[src/hdl/stroked_circle_rasterizer_macros.svh]
// assertion macros shared by the rasterizer modules
// expects signals named clk and arst_n in the module that uses them
`ifndef STROKED_CIRCLE_RASTERIZER_MACROS_SVH
`define STROKED_CIRCLE_RASTERIZER_MACROS_SVH

// same-cycle implication
`define SCR_ASSERT_IMPL(lbl, ante, cons) \
	lbl: assert property (@(posedge clk) disable iff (!arst_n) (ante) |-> (cons)) \
		else $error("stroked circle rasterizer: check failed");

// next-cycle implication
`define SCR_ASSERT_NEXT(lbl, ante, cons) \
	lbl: assert property (@(posedge clk) disable iff (!arst_n) (ante) |=> (cons)) \
		else $error("stroked circle rasterizer: check failed");

`endif

[src/hdl/scr_pkg.sv]
// shared types, constants and helpers for the stroked circle rasterizer
// no dependencies
package scr_pkg;

	localparam int SCREEN_WIDTH  = 640;
	localparam int SCREEN_HEIGHT = 480;

	localparam int COORD_W    = 13;
	localparam int RADIUS_W   = 10;
	localparam int CELL_W     = 12;
	localparam int SQ_W       = 22;
	localparam int RSQ_W      = 2 * RADIUS_W;
	localparam int COLOR_W    = 32;
	localparam int WEIGHT_W   = 6;
	localparam int PIX_W      = 10;
	localparam int POS_W      = 15;
	localparam int NUM_WRITES = 8;
	localparam int CELL_WRITES = 4;
	localparam int SEL_W      = $clog2(NUM_WRITES);

	typedef enum logic {
		CMD_START = 1'b0,
		CMD_STEP  = 1'b1
	} cmd_t;

	typedef enum logic [1:0] {
		REG_FILL_RGB        = 2'd0,
		REG_LINE_RGB        = 2'd1,
		REG_LINE_WIDTH      = 2'd2,
		REG_TRANSPARENT_KEY = 2'd3
	} reg_idx_t;

	typedef struct packed {
		logic [COLOR_W-1:0]  fill_rgb;
		logic [COLOR_W-1:0]  line_rgb;
		logic [WEIGHT_W-1:0] line_width;
		logic [COLOR_W-1:0]  transparent_key;
	} cfg_t;

	// one accepted word, with the scan state it saw
	typedef struct packed {
		logic                done;
		logic                has_cell;
		logic                has_border;
		logic [CELL_W-1:0]   row;
		logic [CELL_W-1:0]   col;
		logic [COORD_W-1:0]  cx;
		logic [COORD_W-1:0]  cy;
		logic [RADIUS_W-1:0] radius;
		logic [SQ_W-1:0]     outer_sq;
		logic [SQ_W-1:0]     inner_sq;
		logic [RSQ_W-1:0]    radius_sq;
	} snap_t;

	// up to eight pixel writes of one word
	typedef struct packed {
		logic                                done;
		logic [NUM_WRITES-1:0]               mask;
		logic [NUM_WRITES-1:0][PIX_W-1:0]    px;
		logic [NUM_WRITES-1:0][PIX_W-1:0]    py;
		logic [COLOR_W-1:0]                  cell_color;
		logic [COLOR_W-1:0]                  border_color;
	} cand_t;

	// ceil(w/2)
	function automatic logic [WEIGHT_W-1:0] half_ceil(input logic [WEIGHT_W-1:0] w);
		logic [WEIGHT_W:0] s;
		s = {1'b0, w} + (WEIGHT_W+1)'(1);
		return s[WEIGHT_W:1];
	endfunction

	// signed position inside [0, limit)
	function automatic logic on_axis(input logic [POS_W-1:0] pos, input int limit);
		return !pos[POS_W-1] && (pos < POS_W'(limit));
	endfunction

endpackage

[src/hdl/scr_scan.sv]
// scan sequencer: circle set-up, quadrant cell walk and the first pipeline register
// depends on scr_pkg and the assertion macros
`include "stroked_circle_rasterizer_macros.svh"

module scr_scan (
	input  logic                          clk,
	input  logic                          arst_n,
	input  scr_pkg::cfg_t                 cfg,
	input  logic                          in_valid,
	output logic                          in_ready,
	input  scr_pkg::cmd_t                 in_cmd,
	input  logic [scr_pkg::COORD_W-1:0]   in_cx,
	input  logic [scr_pkg::COORD_W-1:0]   in_cy,
	input  logic [scr_pkg::RADIUS_W-1:0]  in_radius,
	input  logic                          take_s1,
	output logic                          valid_s1,
	output scr_pkg::snap_t                snap_s1
);

	logic                                busy_q;
	logic signed [scr_pkg::CELL_W-1:0]   row_q;
	logic signed [scr_pkg::CELL_W-1:0]   col_q;
	logic signed [scr_pkg::CELL_W-1:0]   start_q;
	logic [scr_pkg::COORD_W-1:0]         cx_q;
	logic [scr_pkg::COORD_W-1:0]         cy_q;
	logic [scr_pkg::RADIUS_W-1:0]        rad_q;
	logic [scr_pkg::SQ_W-1:0]            outer_q;
	logic [scr_pkg::SQ_W-1:0]            inner_q;
	logic [scr_pkg::RSQ_W-1:0]           rsq_q;
	logic                                valid_s1_q;
	scr_pkg::snap_t                      snap_s1_q;

	logic                                accept;
	logic                                stroke_vis;
	logic [scr_pkg::WEIGHT_W-2:0]        half_floor;
	logic signed [scr_pkg::CELL_W-1:0]   init_c;
	logic signed [scr_pkg::CELL_W-1:0]   inner_c;
	logic signed [2*scr_pkg::CELL_W-1:0] outer_p;
	logic signed [2*scr_pkg::CELL_W-1:0] inner_p;
	logic [scr_pkg::RSQ_W-1:0]           rsq_p;
	logic signed [scr_pkg::CELL_W-1:0]   col_inc;
	logic signed [scr_pkg::CELL_W-1:0]   row_inc;
	logic                                wrap;
	logic                                fin;
	logic                                busy_d;
	scr_pkg::snap_t                      snap_d;

	assign in_ready = !valid_s1_q || take_s1;
	assign accept   = in_valid && in_ready;

	// circle set-up terms
	always_comb begin
		stroke_vis = cfg.line_rgb != cfg.transparent_key;
		half_floor = cfg.line_width[scr_pkg::WEIGHT_W-1:1];
		init_c  = -$signed({2'b00, in_radius})
			- (stroke_vis ? $signed({7'b0, half_floor}) : 12'sd0);
		inner_c = $signed({2'b00, in_radius})
			- $signed({6'b0, scr_pkg::half_ceil(cfg.line_width)});
		outer_p = init_c * init_c;
		inner_p = inner_c * inner_c;
		rsq_p   = in_radius * in_radius;
	end

	// cell walk: column inner, row outer
	always_comb begin
		col_inc = col_q + 12'sd1;
		row_inc = row_q + 12'sd1;
		wrap    = col_inc > 12'sd0;
		fin     = wrap && (row_inc > 12'sd0);
	end

	// busy after this word, and the snapshot handed down the pipe
	always_comb begin
		busy_d = busy_q;
		snap_d = '0;
		snap_d.row       = row_q;
		snap_d.col       = col_q;
		snap_d.cx        = cx_q;
		snap_d.cy        = cy_q;
		snap_d.radius    = rad_q;
		snap_d.outer_sq  = outer_q;
		snap_d.inner_sq  = inner_q;
		snap_d.radius_sq = rsq_q;
		if (in_cmd == scr_pkg::CMD_START) begin
			busy_d = 1'b1;
		end else if (busy_q) begin
			if (!start_q[scr_pkg::CELL_W-1]) begin
				busy_d            = 1'b0;
				snap_d.has_border = 1'b1;
			end else begin
				snap_d.has_cell   = 1'b1;
				snap_d.has_border = fin;
				busy_d            = !fin;
			end
		end
		snap_d.done = !busy_d;
	end

	// scan state
	always_ff @(posedge clk or negedge arst_n) begin
		if (!arst_n) begin
			busy_q  <= 1'b0;
			row_q   <= '0;
			col_q   <= '0;
			start_q <= '0;
			cx_q    <= '0;
			cy_q    <= '0;
			rad_q   <= '0;
			outer_q <= '0;
			inner_q <= '0;
			rsq_q   <= '0;
		end else if (accept) begin
			busy_q <= busy_d;
			if (in_cmd == scr_pkg::CMD_START) begin
				start_q <= init_c;
				row_q   <= init_c + 12'sd1;
				col_q   <= init_c + 12'sd1;
				cx_q    <= in_cx;
				cy_q    <= in_cy;
				rad_q   <= in_radius;
				outer_q <= outer_p[scr_pkg::SQ_W-1:0];
				inner_q <= inner_p[scr_pkg::SQ_W-1:0];
				rsq_q   <= rsq_p;
			end else if (busy_q && start_q[scr_pkg::CELL_W-1]) begin
				col_q <= wrap ? start_q + 12'sd1 : col_inc;
				row_q <= wrap ? row_inc : row_q;
			end
		end
	end

	// first pipeline register
	always_ff @(posedge clk or negedge arst_n) begin
		if (!arst_n) begin
			valid_s1_q <= 1'b0;
		end else if (in_ready) begin
			valid_s1_q <= in_valid;
		end
	end

	always_ff @(posedge clk) begin
		if (accept) begin
			snap_s1_q <= snap_d;
		end
	end

	assign valid_s1 = valid_s1_q;
	assign snap_s1  = snap_s1_q;

	`SCR_ASSERT_NEXT(a_start_sets_busy, accept && in_cmd == scr_pkg::CMD_START, busy_q)
	`SCR_ASSERT_IMPL(a_col_in_scan, busy_q && start_q[scr_pkg::CELL_W-1], (col_q <= 12'sd0) && (col_q > start_q))

endmodule

[src/hdl/scr_shade.sv]
// cell shading: distance squares, ring or interior colour, mirrored and border writes
// depends on scr_pkg and the assertion macros
`include "stroked_circle_rasterizer_macros.svh"

module scr_shade (
	input  logic           clk,
	input  logic           arst_n,
	input  scr_pkg::cfg_t  cfg,
	input  logic           valid_s1,
	input  scr_pkg::snap_t snap_s1,
	output logic           take_s1,
	input  logic           cand_ready,
	output logic           cand_valid,
	output scr_pkg::cand_t cand
);

	logic                                valid_s2_q;
	scr_pkg::snap_t                      snap_s2;
	logic [scr_pkg::SQ_W-1:0]            row_sq_s2;
	logic [scr_pkg::SQ_W-1:0]            col_sq_s2;

	logic signed [2*scr_pkg::CELL_W-1:0] row_p;
	logic signed [2*scr_pkg::CELL_W-1:0] col_p;
	logic [scr_pkg::SQ_W:0]              dsq;
	logic                                stroke_vis;
	logic                                in_outer;
	logic                                in_ring;
	logic [scr_pkg::COLOR_W-1:0]         color;
	logic                                cell_ok;
	logic                                border_ok;
	logic [scr_pkg::POS_W-1:0]           x;
	logic [scr_pkg::POS_W-1:0]           y;
	logic [scr_pkg::POS_W-1:0]           cx_ofs;
	logic [scr_pkg::POS_W-1:0]           cy_ofs;
	logic [scr_pkg::POS_W-1:0]           r_ofs;
	logic [scr_pkg::POS_W-1:0]           wx [scr_pkg::NUM_WRITES];
	logic [scr_pkg::POS_W-1:0]           wy [scr_pkg::NUM_WRITES];

	assign take_s1    = !valid_s2_q || cand_ready;
	assign cand_valid = valid_s2_q;

	// squares of the cell offsets
	always_comb begin
		row_p = $signed(snap_s1.row) * $signed(snap_s1.row);
		col_p = $signed(snap_s1.col) * $signed(snap_s1.col);
	end

	always_ff @(posedge clk or negedge arst_n) begin
		if (!arst_n) begin
			valid_s2_q <= 1'b0;
		end else if (take_s1) begin
			valid_s2_q <= valid_s1;
		end
	end

	always_ff @(posedge clk) begin
		if (take_s1 && valid_s1) begin
			snap_s2   <= snap_s1;
			row_sq_s2 <= row_p[scr_pkg::SQ_W-1:0];
			col_sq_s2 <= col_p[scr_pkg::SQ_W-1:0];
		end
	end

	// classify the cell and pick its colour
	always_comb begin
		dsq        = {1'b0, row_sq_s2} + {1'b0, col_sq_s2};
		stroke_vis = cfg.line_rgb != cfg.transparent_key;
		in_outer   = dsq <= {1'b0, snap_s2.outer_sq};
		in_ring    = dsq > {1'b0, snap_s2.inner_sq};
		if (in_ring && (stroke_vis || dsq > {3'b0, snap_s2.radius_sq})) begin
			color = cfg.line_rgb;
		end else begin
			color = cfg.fill_rgb;
		end
		cell_ok   = snap_s2.has_cell && in_outer && (color != cfg.transparent_key);
		border_ok = snap_s2.has_border && stroke_vis;
	end

	// write positions: four mirrors, then four border dots
	always_comb begin
		x      = {{2{snap_s2.cx[scr_pkg::COORD_W-1]}}, snap_s2.cx};
		y      = {{2{snap_s2.cy[scr_pkg::COORD_W-1]}}, snap_s2.cy};
		cx_ofs = {{3{snap_s2.col[scr_pkg::CELL_W-1]}}, snap_s2.col};
		cy_ofs = {{3{snap_s2.row[scr_pkg::CELL_W-1]}}, snap_s2.row};
		r_ofs  = {5'b0, snap_s2.radius}
			- {9'b0, scr_pkg::half_ceil(cfg.line_width)};
		wx[0] = x + cx_ofs;  wy[0] = y + cy_ofs;
		wx[1] = x - cx_ofs;  wy[1] = y + cy_ofs;
		wx[2] = x + cx_ofs;  wy[2] = y - cy_ofs;
		wx[3] = x - cx_ofs;  wy[3] = y - cy_ofs;
		wx[4] = x;           wy[4] = y - r_ofs;
		wx[5] = x;           wy[5] = y + r_ofs;
		wx[6] = x - r_ofs;   wy[6] = y;
		wx[7] = x + r_ofs;   wy[7] = y;
	end

	// candidate writes with their keep mask
	always_comb begin
		cand = '0;
		cand.done         = snap_s2.done;
		cand.cell_color   = color;
		cand.border_color = cfg.line_rgb;
		for (int i = 0; i < scr_pkg::NUM_WRITES; i++) begin
			cand.px[i]   = wx[i][scr_pkg::PIX_W-1:0];
			cand.py[i]   = wy[i][scr_pkg::PIX_W-1:0];
			cand.mask[i] = ((i < scr_pkg::CELL_WRITES) ? cell_ok : border_ok)
				&& scr_pkg::on_axis(wx[i], scr_pkg::SCREEN_WIDTH)
				&& scr_pkg::on_axis(wy[i], scr_pkg::SCREEN_HEIGHT);
		end
	end

	`SCR_ASSERT_IMPL(a_no_cell_no_mirror, valid_s2_q && !snap_s2.has_cell, cand.mask[scr_pkg::CELL_WRITES-1:0] == '0)
	`SCR_ASSERT_IMPL(a_no_border_on_start, valid_s2_q && !snap_s2.done, cand.mask[scr_pkg::NUM_WRITES-1:scr_pkg::CELL_WRITES] == '0)

endmodule

[src/hdl/scr_out.sv]
// result buffer: holds one word's writes and hands them out one per cycle while out_ready is high
// depends on scr_pkg and the assertion macros
`include "stroked_circle_rasterizer_macros.svh"

module scr_out (
	input  logic                         clk,
	input  logic                         arst_n,
	input  logic                         cand_valid,
	input  scr_pkg::cand_t               cand,
	output logic                         cand_ready,
	output logic                         out_valid,
	input  logic                         out_ready,
	output logic                         write_valid,
	output logic [scr_pkg::PIX_W-1:0]    pixel_x,
	output logic [scr_pkg::PIX_W-1:0]    pixel_y,
	output logic [scr_pkg::COLOR_W-1:0]  pixel_color,
	output logic                         last,
	output logic                         done_res
);

	logic                                         buf_valid_q;
	logic [scr_pkg::NUM_WRITES-1:0]               mask_q;
	logic                                         done_q;
	logic [scr_pkg::NUM_WRITES-1:0][scr_pkg::PIX_W-1:0] px_q;
	logic [scr_pkg::NUM_WRITES-1:0][scr_pkg::PIX_W-1:0] py_q;
	logic [scr_pkg::COLOR_W-1:0]                  cell_color_q;
	logic [scr_pkg::COLOR_W-1:0]                  border_color_q;

	logic [scr_pkg::SEL_W-1:0]                    sel;
	logic [scr_pkg::NUM_WRITES-1:0]               mask_rest;
	logic                                         pop;

	// lowest pending write goes first
	always_comb begin
		sel = '0;
		for (int i = scr_pkg::NUM_WRITES - 1; i >= 0; i--) begin
			if (mask_q[i]) begin
				sel = scr_pkg::SEL_W'(i);
			end
		end
		mask_rest = mask_q & (mask_q - scr_pkg::NUM_WRITES'(1));
	end

	assign last       = mask_rest == '0;
	assign pop        = buf_valid_q && out_ready;
	assign cand_ready = !buf_valid_q || (pop && last);

	always_ff @(posedge clk or negedge arst_n) begin
		if (!arst_n) begin
			buf_valid_q <= 1'b0;
			mask_q      <= '0;
		end else if (cand_ready) begin
			buf_valid_q <= cand_valid;
			mask_q      <= cand.mask;
		end else if (pop) begin
			mask_q <= mask_rest;
		end
	end

	always_ff @(posedge clk) begin
		if (cand_ready && cand_valid) begin
			done_q         <= cand.done;
			px_q           <= cand.px;
			py_q           <= cand.py;
			cell_color_q   <= cand.cell_color;
			border_color_q <= cand.border_color;
		end
	end

	// result word; an empty mask is the single non-write result
	always_comb begin
		out_valid   = buf_valid_q;
		write_valid = |mask_q;
		done_res    = done_q;
		pixel_x     = '0;
		pixel_y     = '0;
		pixel_color = '0;
		if (write_valid) begin
			pixel_x     = px_q[sel];
			pixel_y     = py_q[sel];
			pixel_color = (sel >= scr_pkg::CELL_WRITES) ? border_color_q : cell_color_q;
		end
	end

	`SCR_ASSERT_NEXT(a_pop_drops_one, pop && !last, buf_valid_q && ($countones(mask_q) == $countones($past(mask_q)) - 1))
	`SCR_ASSERT_NEXT(a_done_held, pop && !last, done_q == $past(done_q))

endmodule

[src/hdl/stroked_circle_rasterizer.sv]
// Stroked circle rasterizer. A start word latches centre and radius; each step word
// of a running scan walks one cell of the upper-left quadrant and yields up to four
// mirrored pixel writes, the closing step adding up to four outline border dots. A word
// is taken every cycle while the result side keeps up; the result port gives one write
// per cycle while m_tready is high, and a word gives 1 to 8 results. A word passes the
// snapshot register, the squares register and the result buffer before its first result
// is on the port. Configuration is a plain write port, to be used only while no word is
// in flight.
// top level: config registers and stream ports; uses scr_pkg, scr_scan, scr_shade, scr_out

module stroked_circle_rasterizer (
	input  logic        clk,
	input  logic        arst_n,
	input  logic        cfg_wr_en,
	input  logic [1:0]  cfg_index,
	input  logic [31:0] cfg_data,
	input  logic        s_tvalid,
	output logic        s_tready,
	input  logic [39:0] s_tdata,  // center_x[12:0], center_y[25:13], radius[35:26], zero
	input  logic [0:0]  s_tuser,  // command[0]
	output logic        m_tvalid,
	input  logic        m_tready,
	output logic [55:0] m_tdata,  // pixel_x[9:0], pixel_y[19:10], pixel_color[51:20], zero
	output logic [1:0]  m_tuser,  // write_valid[0], done_res[1]
	output logic        m_tlast
);

	scr_pkg::cfg_t                  cfg_q;
	logic                           valid_s1;
	scr_pkg::snap_t                 snap_s1;
	logic                           take_s1;
	logic                           cand_valid;
	logic                           cand_ready;
	scr_pkg::cand_t                 cand;
	logic                           write_valid;
	logic [scr_pkg::PIX_W-1:0]      pixel_x;
	logic [scr_pkg::PIX_W-1:0]      pixel_y;
	logic [scr_pkg::COLOR_W-1:0]    pixel_color;
	logic                           done_res;

	// configuration registers
	always_ff @(posedge clk or negedge arst_n) begin
		if (!arst_n) begin
			cfg_q.fill_rgb        <= '0;
			cfg_q.line_rgb        <= '0;
			cfg_q.line_width      <= scr_pkg::WEIGHT_W'(1);
			cfg_q.transparent_key <= '0;
		end else if (cfg_wr_en) begin
			case (scr_pkg::reg_idx_t'(cfg_index))
				scr_pkg::REG_FILL_RGB:        cfg_q.fill_rgb        <= cfg_data;
				scr_pkg::REG_LINE_RGB:        cfg_q.line_rgb        <= cfg_data;
				scr_pkg::REG_LINE_WIDTH:      cfg_q.line_width      <= cfg_data[scr_pkg::WEIGHT_W-1:0];
				scr_pkg::REG_TRANSPARENT_KEY: cfg_q.transparent_key <= cfg_data;
				default: ;
			endcase
		end
	end

	scr_scan u_scan (
		.clk       (clk),
		.arst_n    (arst_n),
		.cfg       (cfg_q),
		.in_valid  (s_tvalid),
		.in_ready  (s_tready),
		.in_cmd    (scr_pkg::cmd_t'(s_tuser[0])),
		.in_cx     (s_tdata[12:0]),
		.in_cy     (s_tdata[25:13]),
		.in_radius (s_tdata[35:26]),
		.take_s1   (take_s1),
		.valid_s1  (valid_s1),
		.snap_s1   (snap_s1)
	);

	scr_shade u_shade (
		.clk        (clk),
		.arst_n     (arst_n),
		.cfg        (cfg_q),
		.valid_s1   (valid_s1),
		.snap_s1    (snap_s1),
		.take_s1    (take_s1),
		.cand_ready (cand_ready),
		.cand_valid (cand_valid),
		.cand       (cand)
	);

	scr_out u_out (
		.clk         (clk),
		.arst_n      (arst_n),
		.cand_valid  (cand_valid),
		.cand        (cand),
		.cand_ready  (cand_ready),
		.out_valid   (m_tvalid),
		.out_ready   (m_tready),
		.write_valid (write_valid),
		.pixel_x     (pixel_x),
		.pixel_y     (pixel_y),
		.pixel_color (pixel_color),
		.last        (m_tlast),
		.done_res    (done_res)
	);

	// result word packing
	assign m_tdata = {4'b0, pixel_color, pixel_y, pixel_x};
	assign m_tuser = {done_res, write_valid};

endmodule
[config.mk]
export PLATFORM = sky130hd
export DESIGN_NAME = stroked_circle_rasterizer
export DESIGN_NICKNAME = d
export VERILOG_FILES = /design/src/hdl/scr_pkg.sv /design/src/hdl/scr_scan.sv /design/src/hdl/scr_shade.sv /design/src/hdl/scr_out.sv /design/src/hdl/stroked_circle_rasterizer.sv
export VERILOG_INCLUDE_DIRS = /design/src /design/src/hdl
export SDC_FILE = /design/constraint.sdc
export NUM_CORES = 2
export LEC_CHECK = 0
export BUFFER_PORTS_ARGS = -buffer_cell sky130_fd_sc_hd__buf_2
export CORE_MARGIN = 2
export CORE_UTILIZATION = 40
export CTS_BUF_LIST = sky130_fd_sc_hd__clkbuf_16
export DETAILED_ROUTE_END_ITERATION = 6
export PLACE_DENSITY = 0.6
export SYNTH_ARGS = -nofsm -noshare
export SYNTH_HDL_FRONTEND = slang
export SYNTH_SLANG_ARGS = --single-unit
[constraint.sdc]
create_clock -name clk -period 19.2 [get_ports clk]
set_input_delay 0 -clock clk [delete_from_list [all_inputs] [get_ports clk]]
set_output_delay 0 -clock clk [all_outputs]
set_load 0.05 [all_outputs]
==> results.md <==
Cells and area
- net count of the finished layout: 6197
- Area growth syn-to-layout: 11.3%
- top library cells by usage in the layout, fill and taps aside: sky130_fd_sc_hd__inv_1 (803), sky130_fd_sc_hd__fa_1 (502), sky130_fd_sc_hd__ha_1 (468)
- leading cell type in the layout, fill and taps excluded: sky130_fd_sc_hd__inv_1
- layout cell share with drive strength beyond 1: 8.52%

Worst setup path
- worst setup path end: u_scan.outer_q[21]
- element type at the critical path end: flop
- sort of element at the start of the critical path: flop
- Critical-path top delay cell: sky130_fd_sc_hd__nor4_1
- worst setup path class: flop to flop
- Largest stage delay, worst path: 0.69 ns
- crit path launch: cfg_q[25]
- cell family contributing the most delay on the critical path: adder cells
- required time at the worst-slack endpoint: 19.72 ns
- number of buffers and inverters on the critical path: 8
- worst reg2reg setup slack: 9.35 ns
- worst reg2reg path endpoint: u_scan.outer_q[21]
- total stage count of the critical path: 36
- depth of the most critical reg-to-reg path: 36
- arrival time reported for the critical path endpoint: 10.37 ns
- maximum fanout along the worst path: 14
- worst r2r src: cfg_q[25]

GRT
- pin count of the biggest net entering global routing: 140
- antenna violations before repair: 3
- residual overflow from global routing: 0
- via count of the first global-routing pass: 37100
- global-route wire length before repair: 204000 um
- global routing usage summed across all routing layers: 19.0%

CTS
- clock transition at the registers of the reported paths: 0.06 ns
- H-tree levels: 3
- number of buffers inserted by hold repair at cts: 85
- CTS tree: yes
- number of gates resized after cts: 0
- clock sink count: 692
- master cell of the clock root buffer: sky130_fd_sc_hd__clkbuf_16
- number of buffers inserted during clock tree synthesis: 78
- Bufs on Longest Clock Path: 3
- post-CTS setup buffer count: 0
- clock latency reported for the late side of the worst-skew pair: 0.68 ns

Floorplanning
- Die Span Y: 371 um
- I/O pins: 141
- starting density of the core: 40.3%
- area of the placeable core: 133000 um2
- number of cell rows: 134
- die outline area: 137000 um2
- Die W: 371 um

STA
- share of the cycle needed by the critical path after routing: 51.3%
- Worst Clk Skew: 0.0365 ns
- Fin. Hold Viols: 0
- Fmax: 102 MHz
- Slew Limit Fails: 0
- slew of the pin with the lowest slew margin: 1.07 ns
- sum of negative setup slack: 0 ns
- final-report setup violation count: 0
- crit path time final: 9.85 ns
- WHS: 0.0253 ns
- unrepaired setup endpoints after global routing: false
- relative slew slack: 28.5%

Routing
- met3 routed wirelength: 4850 um
- drt first-iter violations: 2108
- Top Metal Used: met4
- M1 WL: 56200 um
- DRC violations left: 0
- met2 wire length: 62200 um
- mean routed wirelength per cell: 18.2 um
- wire length after detailed routing: 127000 um
- Pre-Repair DR Iteration Count: 5
- drt via density: 5.07
- DRT antenna net count: 0
- number of vias in the routed layout: 35400

Yosys
- Primary FF master, synth: sky130_fd_sc_hd__edfxtp_1
- number of distinct library cells after synthesis: 82
- proportion of register bits with asynchronous set or reset after synthesis: 35.4%
- fraction of the yosys area taken by sequential cells: 36.3%
- cell area after technology mapping: 53800 um2
- flops & latches, synth: 692
- count of flip-flops with a built-in enable after synthesis: 447
- Synth Instances: 4955
- Synthesis Warnings: 0
- synthesized area per cell: 10.9 um2

Place
- routability congestion estimate: 0.880
- hpwl dp: 96300 um
- number of buffers added on ports: 132

Run
- number of max-cap violations: 0

Worst hold path
- Hold WC Path Type: input pin to flop

Status
- result of the run: complete, no violations

[routing by layer]
metal	up-vias	track usage (%)
li1	16900	-
met1	17700	24.9
met2	663	32.7
met3	170	1.89
met4	0	6.78
met5	-	0
[worst min path at each step]
| stage | slack (ns) | depth (start not counted) | from | to |
|---|---|---|---|---|
| floorplan | -0.30 | 0 | arst_n | cfg_q[0] |
| global placement | 0.01 | 1 | arst_n | u_scan.cx_q[1] |
| detailed placement | 0.02 | 1 | arst_n | u_scan.cx_q[1] |
| CTS | 0.002 | 4 | s_tdata[10] | u_scan.cx_q[10] |
| global route | 0.05 | 4 | s_tdata[11] | u_scan.cx_q[11] |
| finish | 0.03 | 3 | s_tdata[30] | u_scan.rad_q[4] |
[registers in the layout (all words and copies together) (netlist names), 8 cells and up]
register,flops
u_scan.row_q,12
u_shade.col_sq_s2,21
u_out.cell_color_q,32
u_shade.cy_ofs,11
u_out.mask_q,8
u_scan.snap_s1,123
u_shade.row_sq_s2,21
u_shade.cx_ofs,11
u_scan.start_q,11
cfg_q,102
u_scan.cy_q,13
u_scan.outer_q,21
u_scan.rad_q,9
u_out.py_q,48
u_scan.cx_q,13
u_scan.rsq_q,19
u_out.px_q,48
u_shade.snap_s2,78
u_out.border_color_q,32
u_scan.col_q,12
u_shade.cand,21
u_scan.inner_q,21
[cells by family (layout without fill, tap and decap cells)]
group | after synthesis | after routing | synth area share, %
AO/OA/AOI/OAI | 699 | 699 | 8.44
flip-flops | 692 | 692 | 36.3
buffers and inverters | 948 | 1202 | 6.74
AND/OR/NAND/NOR | 1134 | 1134 | 9.82
multiplexers | 184 | 184 | 3.73
adder cells (fa/ha/maj) | 972 | 972 | 29.6
XOR/XNOR | 325 | 325 | 5.30
other | 1 | 7 | 0.00697
[synthesized netlist by cell type (12+ instances only)]
master | n | area share, %
sky130_fd_sc_hd__o31ai_1 | 19 | 0.27
sky130_fd_sc_hd__dfrtp_1 | 244 | 11
sky130_fd_sc_hd__buf_2 | 23 | 0.21
sky130_fd_sc_hd__and2_1 | 110 | 1.3
sky130_fd_sc_hd__nor2b_1 | 34 | 0.40
sky130_fd_sc_hd__o21bai_1 | 30 | 0.42
sky130_fd_sc_hd__or3_1 | 16 | 0.19
sky130_fd_sc_hd__edfxtp_1 | 447 | 25
sky130_fd_sc_hd__o22ai_1 | 16 | 0.19
sky130_fd_sc_hd__nand2_1 | 423 | 3.0
sky130_fd_sc_hd__mux2_2 | 132 | 2.8
sky130_fd_sc_hd__a211oi_1 | 50 | 0.70
sky130_fd_sc_hd__nor4_1 | 17 | 0.20
sky130_fd_sc_hd__o211ai_1 | 15 | 0.21
sky130_fd_sc_hd__nand2b_1 | 42 | 0.49
sky130_fd_sc_hd__nor2_1 | 268 | 1.9
sky130_fd_sc_hd__nand4_1 | 32 | 0.37
sky130_fd_sc_hd__o21a_1 | 13 | 0.18
sky130_fd_sc_hd__mux2i_1 | 52 | 0.97
sky130_fd_sc_hd__xnor2_1 | 222 | 3.6
sky130_fd_sc_hd__and3_1 | 28 | 0.33
sky130_fd_sc_hd__fa_1 | 502 | 19
sky130_fd_sc_hd__a31oi_1 | 16 | 0.19
sky130_fd_sc_hd__a221oi_1 | 12 | 0.20
sky130_fd_sc_hd__a21o_1 | 46 | 0.64
sky130_fd_sc_hd__xor2_1 | 102 | 1.7
sky130_fd_sc_hd__a22o_1 | 34 | 0.55
sky130_fd_sc_hd__nand3_1 | 67 | 0.62
sky130_fd_sc_hd__o21ai_0 | 172 | 1.6
sky130_fd_sc_hd__nor3_1 | 48 | 0.45
sky130_fd_sc_hd__a21oi_1 | 168 | 1.6
sky130_fd_sc_hd__clkbuf_1 | 95 | 0.66
sky130_fd_sc_hd__inv_1 | 794 | 5.5
sky130_fd_sc_hd__ha_1 | 468 | 11
sky130_fd_sc_hd__clkinv_1 | 15 | 0.10
[metrics by stage]
step | instance area (um2) | worst slack (ns) | instances | util (%)
global route | 59900 | 8.76 | 6981 | 44.9
global placement | 56400 | 9.55 | 6750 | 42.3
floorplan | 53800 | 10.81 | 4958 | -
CTS | 59900 | 9.33 | 6980 | 44.9
detailed placement | 56400 | 9.35 | 6750 | 42.3
finish | 59900 | 9.35 | 6983 | 44.9
[worst min-delay path: cells and delay by family]
kind	cells	cell delay (ns)
AO/OA/AOI/OAI	1	0.15
buffers and inverters	2	0.48
[area by class of cell]
type / count / area (um2)
Sequential cell: 692 / 19600
Inverter: 810 / 3050
Clock buffer: 80 / 2000
Fill cell: 12500 / 73600
Antenna cell: 3 / 7.51
Timing Repair Buffer: 247 / 1760
Multi-Input combinational cell: 3318 / 30700
Clock inverter: 65 / 591
Tap cell: 1768 / 2210
Power is left out: the tool's default activity adds up to more than one toggle a clock period on the data nets, which glitch-free logic cannot reach.
